$ cat src/rtl/core/aiff_pkg.sv
// shared types and constants for the aiff header parser
`default_nettype none
package aiff_pkg;
    typedef enum logic [3:0] {
        PH_FORM_ID, PH_FORM_SIZE, PH_FORM_TYPE, PH_CHUNK_ID, PH_CHUNK_SZ,
        PH_COMM, PH_NAME, PH_SSND, PH_SKIP, PH_DEAD
    } phase_t;

    typedef enum logic [2:0] {
        SQ_PARSE, SQ_RATE, SQ_MUL, SQ_DIV, SQ_OUT
    } seq_t;

    localparam logic [31:0] TAG_FORM = 32'h464F524D;
    localparam logic [31:0] TAG_AIFF = 32'h41494646;
    localparam logic [31:0] TAG_AIFC = 32'h41494643;
    localparam logic [31:0] TAG_COMM = 32'h434F4D4D;
    localparam logic [31:0] TAG_SSND = 32'h53534E44;
    localparam logic [31:0] TAG_NONE = 32'h4E4F4E45;
    localparam logic [31:0] TAG_FL32 = 32'h666C3332;
    localparam logic [31:0] TAG_FL64 = 32'h666C3634;
    localparam logic [31:0] TAG_ALAW = 32'h414C4157;
    localparam logic [15:0] EXP_BIAS = 16'd16383;
    localparam logic [31:0] SIZE_SIGN = 32'h80000000;
    localparam logic [9:0] MS_SCALE = 10'd1000;

    localparam logic [1:0] FMT_UNKNOWN = 2'd0;
    localparam logic [1:0] FMT_PCM = 2'd1;
    localparam logic [1:0] FMT_FLOAT = 2'd2;
    localparam logic [1:0] FMT_ALAW = 2'd3;

    typedef struct packed {
        logic        form_valid;
        logic        sound_seen;
        logic        compressed;
        logic [1:0]  format;
        logic [15:0] channels;
        logic [15:0] bits;
        logic [15:0] rate_exp;
        logic [31:0] rate_mant;
        logic [31:0] frames;
        logic [31:0] sound_start;
        logic [31:0] sound_length;
    } hdr_t;

    function automatic logic [1:0] map_compression(input logic [31:0] t);
        logic [1:0] r;
        begin
            r = FMT_UNKNOWN;
            if (t == TAG_NONE) r = FMT_PCM;
            else if (t == TAG_FL32 || t == TAG_FL64) r = FMT_FLOAT;
            else if (t == TAG_ALAW) r = FMT_ALAW;
            return r;
        end
    endfunction
endpackage
`default_nettype wire

$ cat src/rtl/core/aiff_parse.sv
// byte-level chunk walker that collects header fields
`default_nettype none
module aiff_parse #(
    parameter int POSITION_BITS = 32
) (
    input  wire logic                clk,
    input  wire logic                rst_n,
    input  wire logic                step,
    input  wire logic                clear,
    input  wire logic [7:0]          data_byte,
    output aiff_pkg::hdr_t           hdr
);
    localparam int PW = POSITION_BITS;

    aiff_pkg::phase_t phase_reg, phase_next;
    logic [PW-1:0] pos_reg, pos_next, end_reg, end_next, start_reg, start_next;
    logic [31:0] acc_reg, tag_reg, tag_next, size_reg, size_next;
    logic [4:0] idx_reg, idx_next;
    logic [7:0] name_reg, name_next;
    aiff_pkg::hdr_t h_reg, h_next;
    logic [31:0] acc_new;
    logic [PW-1:0] pos_after, size_ext;

    assign hdr = '{form_valid: h_reg.form_valid, sound_seen: h_reg.sound_seen,
        compressed: h_reg.compressed, format: h_reg.format, channels: h_reg.channels,
        bits: h_reg.bits, rate_exp: h_reg.rate_exp, rate_mant: h_reg.rate_mant,
        frames: h_reg.frames, sound_start: 32'(start_reg),
        sound_length: h_reg.sound_length};

    always_ff @(posedge clk or negedge rst_n)
    begin
        if (!rst_n)
        begin
            phase_reg <= aiff_pkg::PH_FORM_ID;
            pos_reg <= '0; end_reg <= '0; start_reg <= '0;
            acc_reg <= '0; tag_reg <= '0; size_reg <= '0;
            idx_reg <= '0; name_reg <= '0; h_reg <= '0;
        end
        else if (clear)
        begin
            phase_reg <= aiff_pkg::PH_FORM_ID;
            pos_reg <= '0; end_reg <= '0; start_reg <= '0;
            acc_reg <= '0; tag_reg <= '0; size_reg <= '0;
            idx_reg <= '0; name_reg <= '0; h_reg <= '0;
        end
        else if (step)
        begin
            phase_reg <= phase_next;
            pos_reg <= pos_next; end_reg <= end_next; start_reg <= start_next;
            acc_reg <= acc_new; tag_reg <= tag_next; size_reg <= size_next;
            idx_reg <= idx_next; name_reg <= name_next; h_reg <= h_next;
        end
    end

    always_comb
    begin
        acc_new = {acc_reg[23:0], data_byte};
        pos_after = pos_reg + PW'(1);
        pos_next = pos_after;
        size_ext = PW'(signed'(acc_new));
        phase_next = phase_reg;
        end_next = end_reg;
        start_next = start_reg;
        tag_next = tag_reg;
        size_next = size_reg;
        idx_next = idx_reg;
        name_next = name_reg;
        h_next = h_reg;
        case (phase_reg)
            aiff_pkg::PH_FORM_ID:
            begin
                if (idx_reg == 5'd3)
                begin
                    idx_next = '0;
                    phase_next = (acc_new == aiff_pkg::TAG_FORM) ? aiff_pkg::PH_FORM_SIZE
                                                                  : aiff_pkg::PH_DEAD;
                end
                else idx_next = idx_reg + 5'd1;
            end
            aiff_pkg::PH_FORM_SIZE:
            begin
                if (idx_reg == 5'd3)
                begin
                    idx_next = '0;
                    phase_next = aiff_pkg::PH_FORM_TYPE;
                end
                else idx_next = idx_reg + 5'd1;
            end
            aiff_pkg::PH_FORM_TYPE:
            begin
                if (idx_reg == 5'd3)
                begin
                    idx_next = '0;
                    if (acc_new == aiff_pkg::TAG_AIFF || acc_new == aiff_pkg::TAG_AIFC)
                    begin
                        h_next.compressed = (acc_new == aiff_pkg::TAG_AIFC);
                        h_next.form_valid = 1'b1;
                        phase_next = aiff_pkg::PH_CHUNK_ID;
                        tag_next = '0;
                    end
                    else phase_next = aiff_pkg::PH_DEAD;
                end
                else idx_next = idx_reg + 5'd1;
            end
            aiff_pkg::PH_CHUNK_ID:
            begin
                tag_next = {tag_reg[23:0], data_byte};
                if (idx_reg < 5'd4) idx_next = idx_reg + 5'd1;
                if (idx_next >= 5'd4 && tag_next[31:24] != 8'd0)
                begin
                    phase_next = aiff_pkg::PH_CHUNK_SZ;
                    idx_next = '0;
                end
            end
            aiff_pkg::PH_CHUNK_SZ:
            begin
                if (idx_reg == 5'd3)
                begin
                    size_next = acc_new;
                    end_next = pos_after + size_ext;
                    idx_next = '0;
                    if (tag_reg == aiff_pkg::TAG_COMM) phase_next = aiff_pkg::PH_COMM;
                    else if (tag_reg == aiff_pkg::TAG_SSND) phase_next = aiff_pkg::PH_SSND;
                    else
                    begin
                        phase_next = (end_next > pos_after) ? aiff_pkg::PH_SKIP
                                                             : aiff_pkg::PH_CHUNK_ID;
                        tag_next = '0;
                    end
                end
                else idx_next = idx_reg + 5'd1;
            end
            aiff_pkg::PH_COMM:
            begin
                idx_next = idx_reg + 5'd1;
                case (idx_reg)
                    5'd1: h_next.channels = acc_new[15:0];
                    5'd5: h_next.frames = acc_new;
                    5'd7: h_next.bits = acc_new[15:0];
                    5'd9: h_next.rate_exp = acc_new[15:0];
                    5'd13: h_next.rate_mant = acc_new;
                    5'd17:
                    begin
                        if (!h_reg.compressed)
                        begin
                            h_next.format = aiff_pkg::FMT_PCM;
                            phase_next = (end_reg > pos_after) ? aiff_pkg::PH_SKIP
                                                                : aiff_pkg::PH_CHUNK_ID;
                            idx_next = '0;
                            tag_next = '0;
                        end
                    end
                    5'd21: h_next.format = aiff_pkg::map_compression(acc_new);
                    5'd22:
                    begin
                        if (data_byte != 8'd0)
                        begin
                            name_next = data_byte;
                            phase_next = aiff_pkg::PH_NAME;
                        end
                        else
                        begin
                            phase_next = (end_reg > pos_after) ? aiff_pkg::PH_SKIP
                                                                : aiff_pkg::PH_CHUNK_ID;
                            idx_next = '0;
                            tag_next = '0;
                        end
                    end
                    default: ;
                endcase
            end
            aiff_pkg::PH_NAME:
            begin
                name_next = name_reg - 8'd1;
                if (name_next == 8'd0)
                begin
                    phase_next = (end_reg > pos_after) ? aiff_pkg::PH_SKIP
                                                        : aiff_pkg::PH_CHUNK_ID;
                    idx_next = '0;
                    tag_next = '0;
                end
            end
            aiff_pkg::PH_SSND:
            begin
                if (idx_reg == 5'd3)
                begin
                    start_next = PW'(acc_new) + PW'(4) + pos_after;
                    h_next.sound_length = size_reg - 32'd8;
                    h_next.sound_seen = 1'b1;
                    phase_next = (end_reg > pos_after) ? aiff_pkg::PH_SKIP
                                                        : aiff_pkg::PH_CHUNK_ID;
                    idx_next = '0;
                    tag_next = '0;
                end
                else idx_next = idx_reg + 5'd1;
            end
            aiff_pkg::PH_SKIP:
            begin
                if (pos_after >= end_reg)
                begin
                    phase_next = aiff_pkg::PH_CHUNK_ID;
                    idx_next = '0;
                    tag_next = '0;
                end
            end
            default: ;
        endcase
    end
endmodule
`default_nettype wire

$ cat src/rtl/core/aiff_arith.sv
// shared shift-and-round, multiply and restoring divide unit for rate and duration
`default_nettype none
module aiff_arith (
    input  wire logic        clk,
    input  wire logic        rst_n,
    input  wire logic        start,
    input  wire logic [15:0] rate_exp,
    input  wire logic [31:0] rate_mant,
    input  wire logic [31:0] frames,
    output logic             done,
    output logic [31:0]      rate,
    output logic [31:0]      duration,
    output logic             error
);
    aiff_pkg::seq_t st_reg, st_next;
    logic [63:0] work_reg, work_next;
    logic [32:0] rem_reg, rem_next;
    logic [31:0] rate_reg, rate_next;
    logic [5:0] cnt_reg, cnt_next;
    logic err_reg, err_next, done_reg, done_next;
    logic [16:0] e;
    logic [4:0] sh;
    logic [32:0] rsum, tmp;
    logic [32:0] rdiff;

    assign done = done_reg;
    assign rate = rate_reg;
    assign duration = work_reg[63:32] != 32'd0 ? 32'hFFFFFFFF : work_reg[31:0];
    assign error = err_reg;

    always_ff @(posedge clk or negedge rst_n)
    begin
        if (!rst_n)
        begin
            st_reg <= aiff_pkg::SQ_PARSE;
            done_reg <= 1'b0;
            err_reg <= 1'b0;
            cnt_reg <= '0;
        end
        else
        begin
            st_reg <= st_next;
            done_reg <= done_next;
            err_reg <= err_next;
            cnt_reg <= cnt_next;
        end
    end

    always_ff @(posedge clk)
    begin
        work_reg <= work_next;
        rem_reg <= rem_next;
        rate_reg <= rate_next;
    end

    always_comb
    begin
        st_next = st_reg;
        work_next = work_reg;
        rem_next = rem_reg;
        rate_next = rate_reg;
        cnt_next = cnt_reg;
        err_next = err_reg;
        done_next = 1'b0;
        e = {1'b0, rate_exp} - {1'b0, aiff_pkg::EXP_BIAS};
        sh = 5'd31 - e[4:0];
        tmp = {1'b0, rate_mant} >> sh;
        rsum = (sh == 5'd0) ? {1'b0, rate_mant}
                            : tmp + 33'(sh == 5'd0 ? 1'b0 : rate_mant[sh - 5'd1]);
        tmp = {rem_reg[31:0], work_reg[63]};
        rdiff = tmp - {1'b0, rate_reg};
        case (st_reg)
            aiff_pkg::SQ_PARSE:
            begin
                if (start) st_next = aiff_pkg::SQ_RATE;
            end
            aiff_pkg::SQ_RATE:
            begin
                work_next = '0;
                if (e[16])
                begin
                    err_next = 1'b1;
                    rate_next = '0;
                    st_next = aiff_pkg::SQ_OUT;
                end
                else if (e[15:0] > 16'd31)
                begin
                    err_next = 1'b1;
                    rate_next = (rate_mant != 32'd0) ? 32'hFFFFFFFF : 32'd0;
                    st_next = aiff_pkg::SQ_OUT;
                end
                else
                begin
                    rate_next = rsum[32] ? 32'hFFFFFFFF : rsum[31:0];
                    err_next = (rsum == 33'd0);
                    st_next = (rsum == 33'd0) ? aiff_pkg::SQ_OUT : aiff_pkg::SQ_MUL;
                end
            end
            aiff_pkg::SQ_MUL:
            begin
                work_next = 64'(frames) * 64'(aiff_pkg::MS_SCALE);
                rem_next = '0;
                cnt_next = '0;
                st_next = aiff_pkg::SQ_DIV;
            end
            aiff_pkg::SQ_DIV:
            begin
                if (!rdiff[32])
                begin
                    rem_next = rdiff;
                    work_next = {work_reg[62:0], 1'b1};
                end
                else
                begin
                    rem_next = tmp;
                    work_next = {work_reg[62:0], 1'b0};
                end
                cnt_next = cnt_reg + 6'd1;
                if (cnt_reg == 6'd63) st_next = aiff_pkg::SQ_OUT;
            end
            aiff_pkg::SQ_OUT:
            begin
                done_next = 1'b1;
                st_next = aiff_pkg::SQ_PARSE;
            end
            default: st_next = aiff_pkg::SQ_PARSE;
        endcase
    end
endmodule
`default_nettype wire

$ cat src/rtl/core/aiff_header_parser.sv
// top level of the aiff and aifc header parser
//   channel  signals                               dir
//   in       in_valid in_ready data_byte end_of_file  in
//   out      out_valid out_ready + summary fields     out
// one byte per cycle while parsing; the end-of-file byte starts the summary,
// which is offered after the rate round, the multiply and the 64-step divide,
// or right after the rate round when the rate is in error
// in_ready is low from the end-of-file byte until the summary is taken
// reset clears all parse state; the block clears itself after each summary
`default_nettype none
module aiff_header_parser #(
    parameter int POSITION_BITS = 32
) (
    input  wire logic        clk,
    input  wire logic        rst_n,
    input  wire logic        in_valid,
    output logic             in_ready,
    input  wire logic [7:0]  data_byte,
    input  wire logic        end_of_file,
    output logic             out_valid,
    input  wire logic        out_ready,
    output logic             header_ok,
    output logic             audio_found,
    output logic             is_compressed,
    output logic [1:0]       format_code,
    output logic [15:0]      channel_count,
    output logic [15:0]      sample_bits,
    output logic [13:0]      sample_bytes,
    output logic [31:0]      sample_rate,
    output logic [31:0]      duration_ms,
    output logic [31:0]      data_start,
    output logic [31:0]      data_length,
    output logic             rate_error
);
    logic busy_reg, busy_next, ovalid_reg, ovalid_next;
    logic acc, fin, done, err;
    logic [31:0] rate, dur;
    aiff_pkg::hdr_t hdr;
    logic [16:0] bsum;

    assign in_ready = !busy_reg;
    assign acc = in_valid && in_ready;
    assign fin = out_valid && out_ready;
    assign out_valid = ovalid_reg;

    aiff_parse #(.POSITION_BITS(POSITION_BITS)) u_parse (
        .clk(clk), .rst_n(rst_n), .step(acc), .clear(fin),
        .data_byte(data_byte), .hdr(hdr)
    );

    aiff_arith u_arith (
        .clk(clk), .rst_n(rst_n), .start(acc && end_of_file),
        .rate_exp(hdr.rate_exp), .rate_mant(hdr.rate_mant), .frames(hdr.frames),
        .done(done), .rate(rate), .duration(dur), .error(err)
    );

    always_ff @(posedge clk or negedge rst_n)
    begin
        if (!rst_n)
        begin
            busy_reg <= 1'b0;
            ovalid_reg <= 1'b0;
        end
        else
        begin
            busy_reg <= busy_next;
            ovalid_reg <= ovalid_next;
        end
    end

    always_comb
    begin
        busy_next = busy_reg;
        ovalid_next = ovalid_reg;
        if (acc && end_of_file) busy_next = 1'b1;
        if (done) ovalid_next = 1'b1;
        if (fin)
        begin
            ovalid_next = 1'b0;
            busy_next = 1'b0;
        end
    end

    assign bsum = {1'b0, hdr.bits} + 17'd7;
    assign header_ok = hdr.form_valid;
    assign audio_found = hdr.sound_seen;
    assign is_compressed = hdr.compressed;
    assign format_code = hdr.format;
    assign channel_count = hdr.channels;
    assign sample_bits = hdr.bits;
    assign sample_bytes = bsum[16:3];
    assign sample_rate = rate;
    assign duration_ms = err ? 32'd0 : dur;
    assign data_start = hdr.sound_start;
    assign data_length = hdr.sound_length;
    assign rate_error = err;
endmodule
`default_nettype wire
$ cat config.mk
export PLATFORM = sky130hd
export DESIGN_NAME = aiff_header_parser
export DESIGN_NICKNAME = d
export VERILOG_FILES = /design/src/rtl/core/aiff_pkg.sv /design/src/rtl/core/aiff_parse.sv /design/src/rtl/core/aiff_arith.sv /design/src/rtl/core/aiff_header_parser.sv
export SDC_FILE = /design/constraint.sdc
export NUM_CORES = 2
export LEC_CHECK = 0
export BUFFER_PORTS_ARGS = -buffer_cell sky130_fd_sc_hd__clkbuf_2
export CAP_MARGIN = 10
export CELL_PAD_IN_SITES_DETAIL_PLACEMENT = 1
export CELL_PAD_IN_SITES_GLOBAL_PLACEMENT = 1
export CORE_UTILIZATION = 35
export DETAILED_ROUTE_END_ITERATION = 16
export PLACE_DENSITY_LB_ADDON = 0.1
export SETUP_SLACK_MARGIN = 0.3
export SLEW_MARGIN = 20
export SYNTH_ARGS = -nofsm -noshare
export SYNTH_HDL_FRONTEND = slang
export SYNTH_SLANG_ARGS = --single-unit
$ cat constraint.sdc
create_clock -name clk -period 6.41 [get_ports clk]
set_input_delay 0.641 -clock clk [delete_from_list [all_inputs] [get_ports clk]]
set_output_delay 0.641 -clock clk [all_outputs]
set_load 0.05 [all_outputs]
**After elaboration in Yosys (flattened, before gate mapping)**

Cells that the tools add are included.

- Add/subtract/negate cells: 14
- $mul: 1
- Divide/modulo/power cells: 0
- Magnitude comparators: 7
- Equality and inequality tests: 50
- Shifts and indexed selects: 1
- Multiplexer cells: 117
- Bitwise logic cells: 0
- Reduce and logical (&&, ||, !) cells: 52

Operator list:

| cell | count |
|---|---|
| $mux 32 | 36 |
| $mux 181 | 2 |
| $eq 32x31->1 const B | 9 |
| $pmux 32 s7 | 1 |
| $pmux 64 s3 | 1 |
| $pmux 32 s2 | 2 |
| $mux 114 | 1 |
| $mux 4 | 18 |
| $add 32x32->32 | 2 |
| $gt 32x32->1 | 2 |
| $reduce_bool 32->1 | 2 |
| $mux 5 | 10 |
| $mux 16 | 3 |
| $mux 24 | 2 |
| $mul 32x7->39 const B | 1 |
| $pmux 4 s9 | 1 |
| $add 33x33->33 | 1 |
| $logic_not 33->1 | 1 |
| $mux 33 | 1 |
| $ne 3x2->1 const B | 11 |
| $shr 32x5->33 | 1 |
| $sub 33x32->33 | 1 |
| $add 32x1->32 const B | 1 |
| $add 32x3->32 const B | 1 |
| 60 further kinds | 131 |

- Register bits after elaboration: 491
- Bits in latches: 0
- Bits in writable memories: 0
- ROM bits: 0
- Input port bits: 13
- Output and inout port bits: 182
- Logic and storage cells: 270
- Memories kept: 0

**Longest topological paths before layout**

- Depth after elaboration: 13
- Mapped depth: 33
- Gate-level depth less buffers: 32

**Modules after synthesis**

A second synthesis with hierarchy kept.

- Cell total of the unflattened synthesis: 4,235
- Area total of the unflattened synthesis: 38,166.6 um^2

By module, submodules not included:

| module | instances | cells an instance | area an instance (um^2) |
|---|---|---|---|
| aiff_parse | 1 | 2,396 | 21,038.9 |
| aiff_arith | 1 | 1,758 | 16,562.1 |
| aiff_header_parser | 1 | 81 | 565.5 |

**Worst setup path before layout**

OpenSTA, ideal clock, no wires.

- Kind: reg2reg
- Start: reg u_parse.pos_reg[0]
- End: reg u_parse.phase_reg[0]
- Library setup time: 0.096 ns
- Data arrival time: 6.102 ns
- Slack: 0.212 ns
- Stages on the path, launching flop included: 33
- Clock period less this slack: 6.198 ns
- Path through: dfrtp_1 -> ha_1 -> nand3_1 -> nor2_1 -> and3_1 -> and3_1 -> nand3_1 -> nor2_1 -> and3_1 -> nand3_1 -> or2_2 -> xnor2_1 -> ha_1 -> nand4_1 -> nor2_1 -> a31oi_1 -> o21ai_0 -> or2_2 -> a31oi_1 -> xnor2_1 -> ha_1 -> a21o_1 -> a21o_1 -> a21o_1 -> a21o_1 -> a21o_1 -> a21o_1 -> a21oi_1 -> o31ai_1 -> o21ai_0 -> nand2b_1 -> a2111oi_0 -> o31ai_1

- Longest elaborated chain between the ends: 10

Ends and longest elaborated chain:

| what | RTL line | text |
|---|---|---|
| start, declared | aiff_parse.sv:16 | `logic [PW-1:0] pos_reg, pos_next, end_reg, end_next, start_reg, start_next;` |
| start signal, assigned | aiff_parse.sv:49 | `pos_reg <= pos_next; end_reg <= end_next; start_reg <= start_next;` |
| $add 32x1->32 (*) | aiff_parse.sv:58 | `pos_after = pos_reg + PW'(1);` |
| $add 32x32->32 | aiff_parse.sv:120 | `end_next = pos_after + size_ext;` |
| $gt 32x32->1 | aiff_parse.sv:126 | `phase_next = (end_next > pos_after) ? aiff_pkg::PH_SKIP` |
| $mux 4 | aiff_parse.sv:126 |  |
| $mux 4 | aiff_parse.sv:123 | `else if (tag_reg == aiff_pkg::TAG_SSND) phase_next = aiff_pkg::PH_SSND;` |
| $mux 4 | aiff_parse.sv:122 | `if (tag_reg == aiff_pkg::TAG_COMM) phase_next = aiff_pkg::PH_COMM;` |
| $mux 4 | aiff_parse.sv:117 | `if (idx_reg == 5'd3)` |
| $pmux 4 s9 | aiff_parse.sv:69 | `case (phase_reg)` |
| $mux 4 | aiff_parse.sv:46 | `else if (step)` |
| $mux 4 | aiff_parse.sv:39 | `else if (clear)` |
| end signal, assigned | aiff_parse.sv:34 | `phase_reg <= aiff_pkg::PH_FORM_ID;` |
| end signal, assigned | aiff_parse.sv:41 | `phase_reg <= aiff_pkg::PH_FORM_ID;` |
| end signal, assigned | aiff_parse.sv:48 | `phase_reg <= phase_next;` |
| end, declared | aiff_parse.sv:15 | `aiff_pkg::phase_t phase_reg, phase_next;` |

Every way passes the cells marked *; elsewhere a longest branch is shown, timed or not. The select of a mux whose other input is x is not followed.
A chain may end at the register's enable or synchronous reset.

**Final worst setup path**

- Start: reg u_parse.pos_reg[0]
- End: reg u_parse.phase_reg[1]

The elaborated chain is that of the path after synthesis.

==> results by group <==
Logic synthesis
  – Cell area after synthesis: 38160 µm²
  – Avg Cell Area, Syn: 9.113 µm²
  – Synth top area cells: dfrtp_1 24%, edfxtp_1 10%, ha_1 8.4%
  – Main synth FF type: dfrtp_1
  – Simple-gate area share of the yosys netlist: 17.61%
  – Register area share after synthesis: 33.88%
  – Post-synthesis mux area share: 5.755%
  – Leading area contributor after synthesis: dfrtp_1
  – Synth unique cells: 92
  – Synth Area in XOR/XNOR: 5.565%
  – Yosys reg bits: 491
  – Asr flop ratio synth: 73.93%
  – Largest family of logic cells by synthesized area: simple AND/OR/NAND/NOR gates
  – Synthesized instance count: 4187
  – EDFF count, synth: 128
  – Most numerous cell in the Yosys netlist: nand2_1
  – Top cell type's share of synthesized area: 23.81%
  – Top cells by count, synth: 660 x nand2_1, 363 x dfrtp_1, 289 x a21oi_1, 289 x nor2_1, 255 x ha_1
  – Compound-Gate Fraction of Synth Area: 14.56%
  – Synth Area in Adders: 16.18%
  – Mapped Nets: 4604
  – Yosys warns: 0

Placed design
  – Dpl ws: 0.1049 ns
  – Post-detail-place hpwl: 91.95 mm
  – RePlAce Congestion: 0.8930
  – Placed cell area: 40440 µm²
  – Input/output buffers: 194

Power
  – Comb power frac: 36.4%
  – Worst ir drop on vdd: 0.2453 mV
  – Switching share of power: 40.97%
  – Pleak: 19.89 nW
  – Seq pwr share: 34.1%
  – Internal power: 7.549 mW
  – Net Switching: 5.240 mW
  – Power per cell area: 297.7 nW/µm²
  – Power share of the clock group: 29.5%

Timing
  – Period Utilization, post-route: 90.12%
  – Tightest Pin Transition: 1.184 ns
  – Max Freq: 173.1 MHz
  – Final setup fails: 0
  – Slew HR: 20.04%
  – Slew Viols, Final: 0
  – Clock Skews: 0.03770 ns
  – RSZ-0062 raised after global routing: no
  – Final Hold Fails: 0
  – Fin crit period: 5.777 ns
  – Final worst slack: 0.6335 ns
  – Setup TNS: 0 ns

Setup path
  – Setup crit end: u_parse.phase_reg[1]$_DFFE_PN0P_
  – Critical path startpoint: u_parse.pos_reg[0]$_DFFE_PN0N_
  – Reg2reg end: u_parse.phase_reg[1]$_DFFE_PN0P_
  – Worst EP required: 6.99 ns
  – Reg2reg setup slack: 0.63 ns
  – Reg-to-Reg Start: u_parse.pos_reg[0]$_DFFE_PN0N_
  – Max stage delay cell, worst path: dfrtp_1
  – Crit start category: flop
  – Crit Path Max Fanout: 3
  – Reg2reg path depth: 33
  – Endpoint type of the worst setup path: flop
  – CP max stage delay: 0.40 ns
  – WS Path Type: reg -> reg
  – Crit path top cell by count: a21o_1
  – Worst Path Arrival: 6.36 ns

Clock tree
  – Clk root buf: clkbuf_16
  – Clk sinks: 491
  – Worst-skew pair later-pin latency: 0.68 ns
  – Inserted Clock Buffers: 61
  – # hold bufs at CTS: 0
  – Reg clk slew, reported paths: 0.06 ns
  – Max Root-Sink Buffers: 3
  – CTS tree: built
  – H-tree depth: 2

Min path
  – Min-Delay Path Class: in -> async

Finish
  – Final net count: 4695
  – P&R area growth vs syn: 12.60%
  – Max reg flops: 149
  – Share of cells above drive strength 1: 13.42%
  – Final instance area: 42960 µm²

Drt
  – Final wirelength: 125.5 mm
  – Via count: 30.95k
  – Wire per inst: 21.88 µm
  – DRC Markers: 0
  – Routed Antenna Nets: 0
  – 1st-pass router iterations: 6
  – DR iter-0 viols: 1886
  – DR vias/cell: 5.399

Floorplan
  – Die area: 110300 µm²
  – Die Ht: 332.2 µm
  – Initial core utilization: 35.49%
  – Area of the core: 107500 µm²
  – Die width: 332.2 µm
  – IO Count: 195
  – Row cnt: 120

GRT
  – GRT Overall Usage: 22.57%
  – First-pass GRT wire length: 197.3 mm
  – Vias in the first global route: 32.17k
  – Initial antenna violation count: 2
  – Total gr overflow: 0
  – Largest net degree at the start of global routing: 153

Job
  – Max-Cap Viols: 0

Status
  – Status: completed
==> power by group through the flow <==
stage | Clock, mW | Combinational (mW) | Sequential [mW]
2_1_floorplan | 0 | 3.24 | 4.18
3_3_place_gp | 0 | 4.53 | 4.40
3_5_place_dp | 0 | 4.56 | 4.41
4_1_cts | 3.89 | 4.60 | 4.35
5_1_grt | 3.98 | 5.09 | 4.43
6_report | 3.78 | 4.65 | 4.36
==> worst min path at each step <==
stage | startpoint | to | slack, ns | cells past startpoint
2_1_floorplan | rst_n | busy_reg$_DFFE_PN0P_ | 0.35 | 0
3_3_place_gp | u_parse.hdr[1]$_DFFE_PN0P_ | u_parse.hdr[1]$_DFFE_PN0P_ | 0.46 | 2
3_5_place_dp | u_parse.hdr[2]$_DFFE_PN0P_ | u_parse.hdr[2]$_DFFE_PN0P_ | 0.46 | 2
4_1_cts | rst_n | u_parse.hdr[23]$_DFFE_PN0P_ | 0.07 | 1
5_1_grt | rst_n | u_parse.start_reg[9]$_DFFE_PN0P_ | 0.14 | 1
6_report | rst_n | u_parse.start_reg[9]$_DFFE_PN0P_ | 0.06 | 1
==> kinds of logic after synthesis <==
kind of cell / Yosys count
AO/OA/AOI/OAI: 892
XOR/XNOR: 239
adder cells (fa/ha/maj): 404
buffers and inverters: 531
flip-flops: 491
multiplexers: 166
AND/OR/NAND/NOR: 1464
==> layout by cell type (no fill, tap or decap), drive strengths merged, types with 52 or more instances in the layout <==
cell type / instances
inv: 225
fa: 149
a21o: 97
nor3: 101
nand3: 86
dfrtp: 363
nand4: 52
xor2: 107
ha: 255
xnor2: 132
mux2i: 114
nor2: 289
clkbuf: 284
o21ai: 230
nor4: 62
nand2: 660
a21oi: 289
buf: 142
edfxtp: 128
==> per-layer routing <==
metal | vias to the layer above | track usage, % | wire (µm) | share of wire, %
met1 | 15550 | 32.29 | 60670 | 48
li1 | 14740 | - | - | -
met5 | - | 0 | 0 | 0
met3 | 136 | 2.499 | 4350 | 3.5
met2 | 525 | 36.40 | 57960 | 46
met4 | 0 | 5.230 | 2476 | 2.0
==> worst max-delay path, delay by kind of cell, from the launching register on <==
family / cells / cell delay (ns)
fa+ha+maj: 3 / 0.66
buf+inv: 1 / 0.14
xor+xnor: 2 / 0.34
flops: 1 / 0.40
compound gates: 14 / 2.18
simple gates: 13 / 1.95
==> metrics by stage <==
step           hold WS, ns  power [mW]  std cells  utilization (%)
4_1_cts            0.06973       12.85       5723            39.68
5_1_grt             0.1366       13.50       5732            39.96
3_3_place_gp        0.4552       8.935       5606            37.61
3_5_place_dp        0.4558       8.970       5606            37.62
2_1_floorplan       0.3454       7.421       4187                -
6_report           0.06128       12.79       5733            39.96
==> what timing repair did <==
item / in CTS / in global routing
endpoints found under the setup margin: 3 / 3
setup buffers: 3 / 9
resized for setup: 9 / 43
pin swaps: 6 / 28
==> area by class of cell <==
cell class | count | area, µm²
Clock buffer | 91 | 1833
Fill cell | 12380 | 64540
Inverter | 224 | 840.8
Tap cell | 1403 | 1755
Multi-Input combinational cell | 3165 | 23190
Antenna cell | 1 | 2.502
Timing Repair Buffer | 335 | 2077
Clock inverter | 23 | 331.6
Sequential cell | 491 | 12930
No activity file was read; power rests on OpenSTA's default activity.
